File: config.mk
export PLATFORM = sky130hd
export DESIGN_NAME = nimt_ctrl
export DESIGN_NICKNAME = d
export VERILOG_FILES = /design/src/design/nimt_pkg.sv /design/src/design/nimt_ctrl.sv
export SDC_FILE = /design/constraint.sdc
export NUM_CORES = 1
export LEC_CHECK = 0
export BUFFER_PORTS_ARGS = -buffer_cell sky130_fd_sc_hd__buf_4
export CAP_MARGIN = 5
export CORE_MARGIN = 2
export CORE_UTILIZATION = 45
export CTS_CLUSTER_SIZE = 20
export DETAILED_ROUTE_END_ITERATION = 10
export PLACE_DENSITY_LB_ADDON = 0.1
export REMOVE_ABC_BUFFERS = 1
export SETUP_SLACK_MARGIN = 0.4
export SYNTH_ARGS = -nofsm -noshare
export SYNTH_HDL_FRONTEND = slang
export SYNTH_SLANG_ARGS = --single-unit
File: constraint.sdc
create_clock -name i_clk -period 2.8 [get_ports i_clk]
set_input_delay 0 -clock i_clk [delete_from_list [all_inputs] [get_ports i_clk]]
set_output_delay 0 -clock i_clk [all_outputs]
set_load 0.1 [all_outputs]
File: src/design/nimt_pkg.sv
// Shared types and constants of the neighbour IP/MAC table.
// Item layouts, opcode and status codes, controller/datapath command bundles.
// No dependencies.
`default_nettype none

package nimt_pkg;

    localparam int TABLE_SIZE_DEF  = 256;
    localparam int FETCH_LIMIT_DEF = 64;

    localparam int OP_W     = 2;
    localparam int KEY_W    = 32;
    localparam int MAC_W    = 48;
    localparam int START_W  = 9;
    localparam int STATUS_W = 3;
    localparam int SLOT_W   = 8;
    localparam int COUNT_W  = 7;
    localparam int NEXT_W   = 9;

    typedef enum logic [OP_W-1:0] {
        OP_REGISTER = 2'd0,
        OP_UPDATE   = 2'd1,
        OP_SEARCH   = 2'd2,
        OP_LIST     = 2'd3
    } t_op;

    typedef enum logic [STATUS_W-1:0] {
        ST_OK       = 3'd0,
        ST_PRESENT  = 3'd1,
        ST_FULL     = 3'd2,
        ST_NOTFOUND = 3'd3,
        ST_EMPTY    = 3'd4
    } t_status;

    typedef struct packed {
        logic [OP_W-1:0]    op;
        logic [KEY_W-1:0]   ip_key;
        logic [MAC_W-1:0]   new_mac;
        logic [START_W-1:0] start_index;
    } t_req;

    typedef struct packed {
        logic [STATUS_W-1:0] status;
        logic [SLOT_W-1:0]   slot;
        logic [KEY_W-1:0]    entry_ip;
        logic [MAC_W-1:0]    entry_mac;
        logic [COUNT_W-1:0]  listed_count;
        logic [NEXT_W-1:0]   next_start;
        logic                last;
    } t_rsp;

    // controller -> datapath
    typedef struct packed {
        logic              cap_in;    // latch the accepted item
        logic              rd_en;     // read key/mac at the scan address
        logic              wr_new;    // write a new entry at the address, bump fill
        logic              wr_mac;    // overwrite the mac at the address
        logic              out_load;  // load the result register
        t_status           status;
        logic              slot_en;   // slot field from the address, else zero
        logic              entry_en;  // ip/mac fields from read data, else zero
        logic              last;
        logic [COUNT_W-1:0] count;
        logic [NEXT_W-1:0]  next_start;
    } t_dp_cmd;

    // datapath -> controller
    typedef struct packed {
        logic               out_free;
        logic               match;
        t_op                op;
        logic [START_W-1:0] start;
    } t_dp_stat;

endpackage

`default_nettype wire

File: src/design/nimt_ctrl.sv
// Controller of the neighbour table: scans slots one per read, decides the
// result of each item and paces result transfers. Depends on nimt_pkg.
`default_nettype none

module nimt_ctrl #(
    parameter int TABLE_SIZE  = nimt_pkg::TABLE_SIZE_DEF,
    parameter int FETCH_LIMIT = nimt_pkg::FETCH_LIMIT_DEF
) (
    input  logic                              i_clk,
    input  logic                              i_rst_n,
    input  logic                              i_in_valid,
    output logic                              o_in_ready,
    input  nimt_pkg::t_dp_stat                i_stat,
    input  logic [$clog2(TABLE_SIZE+1)-1:0]   i_fill,
    output nimt_pkg::t_dp_cmd                 o_cmd,
    output logic [$clog2(TABLE_SIZE)-1:0]     o_addr
);
    import nimt_pkg::*;

    localparam int CNT_W = $clog2(TABLE_SIZE + 1);
    localparam int IDX_W = $clog2(TABLE_SIZE);
    localparam int CMP_W = (CNT_W > START_W) ? CNT_W : START_W;
    localparam logic [NEXT_W-1:0]  NEXT_END  = NEXT_W'(TABLE_SIZE + 1);
    localparam logic [COUNT_W-1:0] LIMIT_CNT = COUNT_W'(FETCH_LIMIT);
    localparam logic [CNT_W-1:0]   FULL_CNT  = CNT_W'(TABLE_SIZE);

    typedef enum logic [2:0] {
        S_IDLE,
        S_START,
        S_READ,
        S_CHECK,
        S_FINISH,
        S_EMIT
    } t_state;

    t_state             r_state;
    logic [CNT_W-1:0]   r_pos;
    logic [COUNT_W-1:0] r_n;
    t_status            r_status;
    logic               r_slot_en;
    logic               r_entry_en;
    logic               r_last;
    logic [COUNT_W-1:0] r_count;
    logic [NEXT_W-1:0]  r_next;

    logic               accept;
    logic               scan_done;
    logic               full;
    logic [CNT_W-1:0]   start_sat;
    logic [CNT_W-1:0]   pos_inc;
    logic [COUNT_W-1:0] n_inc;

    always_comb begin
        accept    = i_in_valid && (r_state == S_IDLE);
        scan_done = (r_pos >= i_fill);
        full      = (i_fill == FULL_CNT);
        pos_inc   = r_pos + 1'b1;
        n_inc     = r_n + 1'b1;
        start_sat = (CMP_W'(i_stat.start) > CMP_W'(TABLE_SIZE)) ? FULL_CNT
                                                                 : CNT_W'(i_stat.start);
    end

    always_comb begin
        o_cmd.cap_in     = accept;
        o_cmd.rd_en      = (r_state == S_READ) && !scan_done;
        o_cmd.wr_new     = (r_state == S_FINISH) && (i_stat.op == OP_REGISTER) && !full;
        o_cmd.wr_mac     = (r_state == S_CHECK) && (i_stat.op == OP_UPDATE) && i_stat.match;
        o_cmd.out_load   = (r_state == S_EMIT) && i_stat.out_free;
        o_cmd.status     = r_status;
        o_cmd.slot_en    = r_slot_en;
        o_cmd.entry_en   = r_entry_en;
        o_cmd.last       = r_last;
        o_cmd.count      = r_count;
        o_cmd.next_start = r_next;
    end

    assign o_in_ready = (r_state == S_IDLE);
    assign o_addr     = r_pos[IDX_W-1:0];

    always_ff @(posedge i_clk) begin
        if (!i_rst_n) begin
            r_state <= S_IDLE;
        end else begin
            case (r_state)
                S_IDLE: begin
                    if (accept) begin
                        r_state <= S_START;
                    end
                end
                S_START: begin
                    r_pos   <= (i_stat.op == OP_LIST) ? start_sat : '0;
                    r_n     <= '0;
                    r_state <= S_READ;
                end
                S_READ: begin
                    r_state <= scan_done ? S_FINISH : S_CHECK;
                end
                S_CHECK: begin
                    if (i_stat.op == OP_LIST) begin
                        // every slot below fill is valid, so the final entry is known here
                        r_status   <= ST_OK;
                        r_slot_en  <= 1'b1;
                        r_entry_en <= 1'b1;
                        if (n_inc == LIMIT_CNT) begin
                            r_last  <= 1'b1;
                            r_count <= n_inc;
                            r_next  <= NEXT_W'(pos_inc);
                        end else if (pos_inc == i_fill) begin
                            r_last  <= 1'b1;
                            r_count <= n_inc;
                            r_next  <= NEXT_END;
                        end else begin
                            r_last  <= 1'b0;
                            r_count <= '0;
                            r_next  <= '0;
                        end
                        r_state <= S_EMIT;
                    end else if (i_stat.match) begin
                        r_status   <= (i_stat.op == OP_REGISTER) ? ST_PRESENT : ST_OK;
                        r_slot_en  <= (i_stat.op != OP_REGISTER);
                        r_entry_en <= 1'b0;
                        r_last     <= 1'b1;
                        r_count    <= '0;
                        r_next     <= '0;
                        r_state    <= S_EMIT;
                    end else begin
                        r_pos   <= pos_inc;
                        r_state <= S_READ;
                    end
                end
                S_FINISH: begin
                    r_entry_en <= 1'b0;
                    r_last     <= 1'b1;
                    r_count    <= '0;
                    case (i_stat.op)
                        OP_REGISTER: begin
                            // scan stopped at the fill count, which is the new slot
                            r_status  <= full ? ST_FULL : ST_OK;
                            r_slot_en <= !full;
                            r_next    <= '0;
                        end
                        OP_LIST: begin
                            r_status  <= ST_EMPTY;
                            r_slot_en <= 1'b0;
                            r_next    <= NEXT_END;
                        end
                        default: begin
                            r_status  <= ST_NOTFOUND;
                            r_slot_en <= 1'b0;
                            r_next    <= '0;
                        end
                    endcase
                    r_state <= S_EMIT;
                end
                S_EMIT: begin
                    if (i_stat.out_free) begin
                        if (r_last) begin
                            r_state <= S_IDLE;
                        end else begin
                            r_pos   <= pos_inc;
                            r_n     <= n_inc;
                            r_state <= S_READ;
                        end
                    end
                end
                default: begin
                    r_state <= S_IDLE;
                end
            endcase
        end
    end

endmodule

`default_nettype wire

==> summary.md <==
| Metric | Value |
|---|---|
| Period utilisation layout | between 80% and 90% |
| Internal Power | 1393 µW |
| Min Hold Slack | 0.001395 ns |
| CP startpoint kind | flop |
| Routed WL per cell | approximately 16 µm |
| Post-DRT Antenna Nets | 0 |
| Max Clock Skew | between 0.003 and 0.004 ns |
| Hold Path Cell Cnt | 3 |
| Die width | about 80 µm |
| Pwr Density | 674.0 nW/µm² |
| RSZ-0062 raised after global routing | true |
| Row count | 27 |
| Outcome | completed |
| Initial Utilization | 47.00% |
| Asr flop ratio synth | 0% |
| Highest clock rate | 416.8 MHz |
| Area growth from synthesis to layout | 30.66% |
| Most common cell after layout, fill and taps aside | buf_4 |
| Post-layout min period | 2.399 ns |
| Register area share after synthesis | between 40% and 50% |
| Layout fillers | ~490 |
| Routed wire length | 6358 µm |
| Worst R2R Start | r_pos[7] |
| Tot GR Track Use | between 20 and 25% |
| Syn Inst Count | ~260 |
| Critical Path, Cell by Cell | or3b_1 > a2111oi_0 > or4b_1 > nor4b_4 > and3_1 > o31a_1 |
| WP data arrival | 2.45 ns |
| Worst vdd ir | approximately 0.0005 V |
| Root Driver | clkbuf_8 |
| R2r setup slk | approximately 0.40 ns |
| First-pass GRT wire length | around 10000 µm |
| Power consumption | roughly 2300 µW |
| Sequential share of power | between 30% and 40% |
| Pin count of the biggest net entering global routing | 17 |
| RR Endpoint | r_next[8] |
| Clock-pin slew on the worst setup and hold paths | around 0.080 ns |
| Vias in the first global route | between 2000 and 2500 |
| 1st-pass router iterations | 5 |
| Setup-failing EPs final | 0 |
| Crit. End Element | flop |
| Yosys cell types | 50 |
| Switching Fraction | 39.62% |
| WP depth | 6 |
| Via count | about 2200 |
| Synth warn | 0 |
| Total CTS buffers | 5 |
| Height of the die | 80.31 µm |
| Main synth FF type | edfxtp_1 |
| Area of the multi-input gates | ~1300 µm² |
| Fraction of layout cells with a size suffix above 1 | 30.93% |
| Routability cong. | about 0.89 |
| CP Data Required Time | approximately 2.9 ns |
| Clk_lat worst skew | 0.29 ns |
| Slew margin rel. | approximately 66% |
| R2R depth | 6 |
| CP max stage cell | a2111oi_0 |
| DR iter-0 viols | slightly above 200 |
| CP peak stage delay | between 0.5 and 0.6 ns |
| Leak | around 0.0014 µW |
| Worst setup path start | r_pos[7] |
| Net count, final | between 300 and 400 |
| Crit path buffers/inverters | 0 |
| CTS sink count | 41 |
| TritonCTS clock tree | yes |
| Total gr overflow | 0 |
| Register area | 1201 µm² |
| Crit path kind | flop to flop |
| H-tree depth | 2 |
| Fin. Hold Viols | 0 |
| Die area | approximately 6400 µm² |
| CP max FO | 3 |
| Clock Path Buffers | 2 |
| Crit path capture | r_next[8] |
| DP HPWL | about 4700 µm |
| Clock Power Share | 25.0% |
| I/O Pins | just over 60 |
| EDFF count, synth | 38 |
| Mapped Area | 2620 µm² |
| Antenna diode count | 0 |
| Power share of the combinational group | about two fifths |
| Vias per cell | around 5.4 |
| Initial antenna violation count | 0 |
| PortBufs | 60 |
| Syn avg cell area | 9.962 µm² |
| Final slew viol count | 0 |
| Kind of cell adding the most delay to the critical path | simple AND/OR/NAND/NOR gates |
| Psw | ~900 µW |
| DRC Markers | 0 |
| Max_cap viols | 0 |
| Min-Delay Path Class | input port to flop |
| Most frequent cells in the layout | buf_4 (77), edfxtp_1 (38), nor2_1 (28) |
| FF+latch count, synth | slightly above 40 |
| Core region area | between 5000 and 6000 µm² |
| Actual transition at the worst max-transition pin | between 0.5 and 0.6 ns |
## Yosys cell counts (2+ instances only)
master    instances  area (µm²)
a21oi_1           9       45.04
nand4b_1          2       17.52
nand3_2           3       30.03
and2_1            4       25.02
o21ai_1           4       20.02
o31ai_1           2       15.01
clkbuf_1          4       15.01
o211ai_1          2       15.01
nor4_1            2       12.51
nand3_1          10       50.05
nand2_1          22       82.58
dfxtp_1           3       60.06
inv_1            15       56.30
nand4_1           2       12.51
nor2_1           29       108.9
xor2_1            5       43.79
nor3_1            5       25.02
xnor2_1          13       113.9
o21ai_0          12       60.06
a31o_1            2       17.52
buf_2             2       10.01
ha_1             15       187.7
nand2b_1          4       25.02
or4_1             2       15.01
edfxtp_1         38        1141
buf_4            14       105.1
nor2b_1           7       43.79
and3_1            7       43.79
o31a_1            2       17.52
a211oi_1          2       15.01
## worst min-delay path: cells and delay by family
| family | cells | cell delay [ns] |
|---|---|---|
| buffers and inverters | 1 | 0.09 |
| AND/OR/NAND/NOR | 1 | 0.04 |
| AO/OA/AOI/OAI | 1 | 0.06 |
## worst min-delay path by stage
stage                   start    endpoint
global route        i_stat[5]    r_pos[5]
finish              i_stat[4]    r_pos[4]
floorplan             i_rst_n  r_state[0]
detailed placement    i_rst_n  r_state[0]
global placement      i_rst_n  r_state[1]
CTS                 i_stat[4]    r_pos[4]
## routing by layer
metal | global-route usage [%] | up-vias | wire length [µm]
met2 | 32.58 | 68 | 3000
met3 | 4.045 | 12 | 335
li1 | - | 1077 | -
met4 | 6.102 | 0 | 91
met1 | 27.82 | 1030 | 2930
met5 | 0 | - | 0
## cell type report
type                            count  area share [%]
Multi-Input combinational cell    187           37.94
Sequential cell                    41           35.09
Timing Repair Buffer               82           18.68
Tap cell                           72           2.632
Clock buffer                        5           2.010
Clock inverter                      3           2.010
Inverter                           15           1.645
## timing repair
action                     CTS  global route
setup buffers                6             5
pin swaps                    2             4
hold endpoints to repair     5             0
resized for setup            8             7
hold buffers                 3             0
setup endpoints to repair   10            10
## power groups by stage
stage,clock network [µW],logic (µW),registers (µW)
2_1_floorplan,0,411,1030
3_3_place_gp,0,821,844
3_5_place_dp,0,827,844
4_1_cts,587,877,821
5_1_grt,611,967,832
6_report,578,908,822
## registers in the layout, summed over array words and instances (netlist names)
signal	count
r_n	7
r_last	1
r_entry_en	1
r_pos	9
r_status	3
r_count	7
r_state	3
r_slot_en	1
r_next	9
## logic make-up after synthesis
group,Yosys count,share of synthesized area [%]
compound gates,47,11.61
xor+xnor,19,6.877
fa+ha+maj,15,7.163
buf+inv,35,7.115
flops,41,45.85
mux,2,0.8118
simple gates,104,20.58
## per-stage QoR
| step | cell area, µm² | std cells | TNS (ns) | setup WS, ns | util, % |
|---|---|---|---|---|---|
| floorplan | 2490 | 243 | -7.830 | -0.7231 | - |
| global placement | 3093 | 383 | 0 | 0.3602 | 55.49 |
| detailed placement | 3093 | 383 | 0 | 0.2886 | 55.49 |
| CTS | 3343 | 400 | 0 | 0.3941 | 59.98 |
| global route | 3423 | 405 | 0 | 0.3424 | 61.41 |
| finish | 3423 | 405 | 0 | 0.4010 | 61.41 |
No activity file was read; power rests on OpenSTA's default activity.
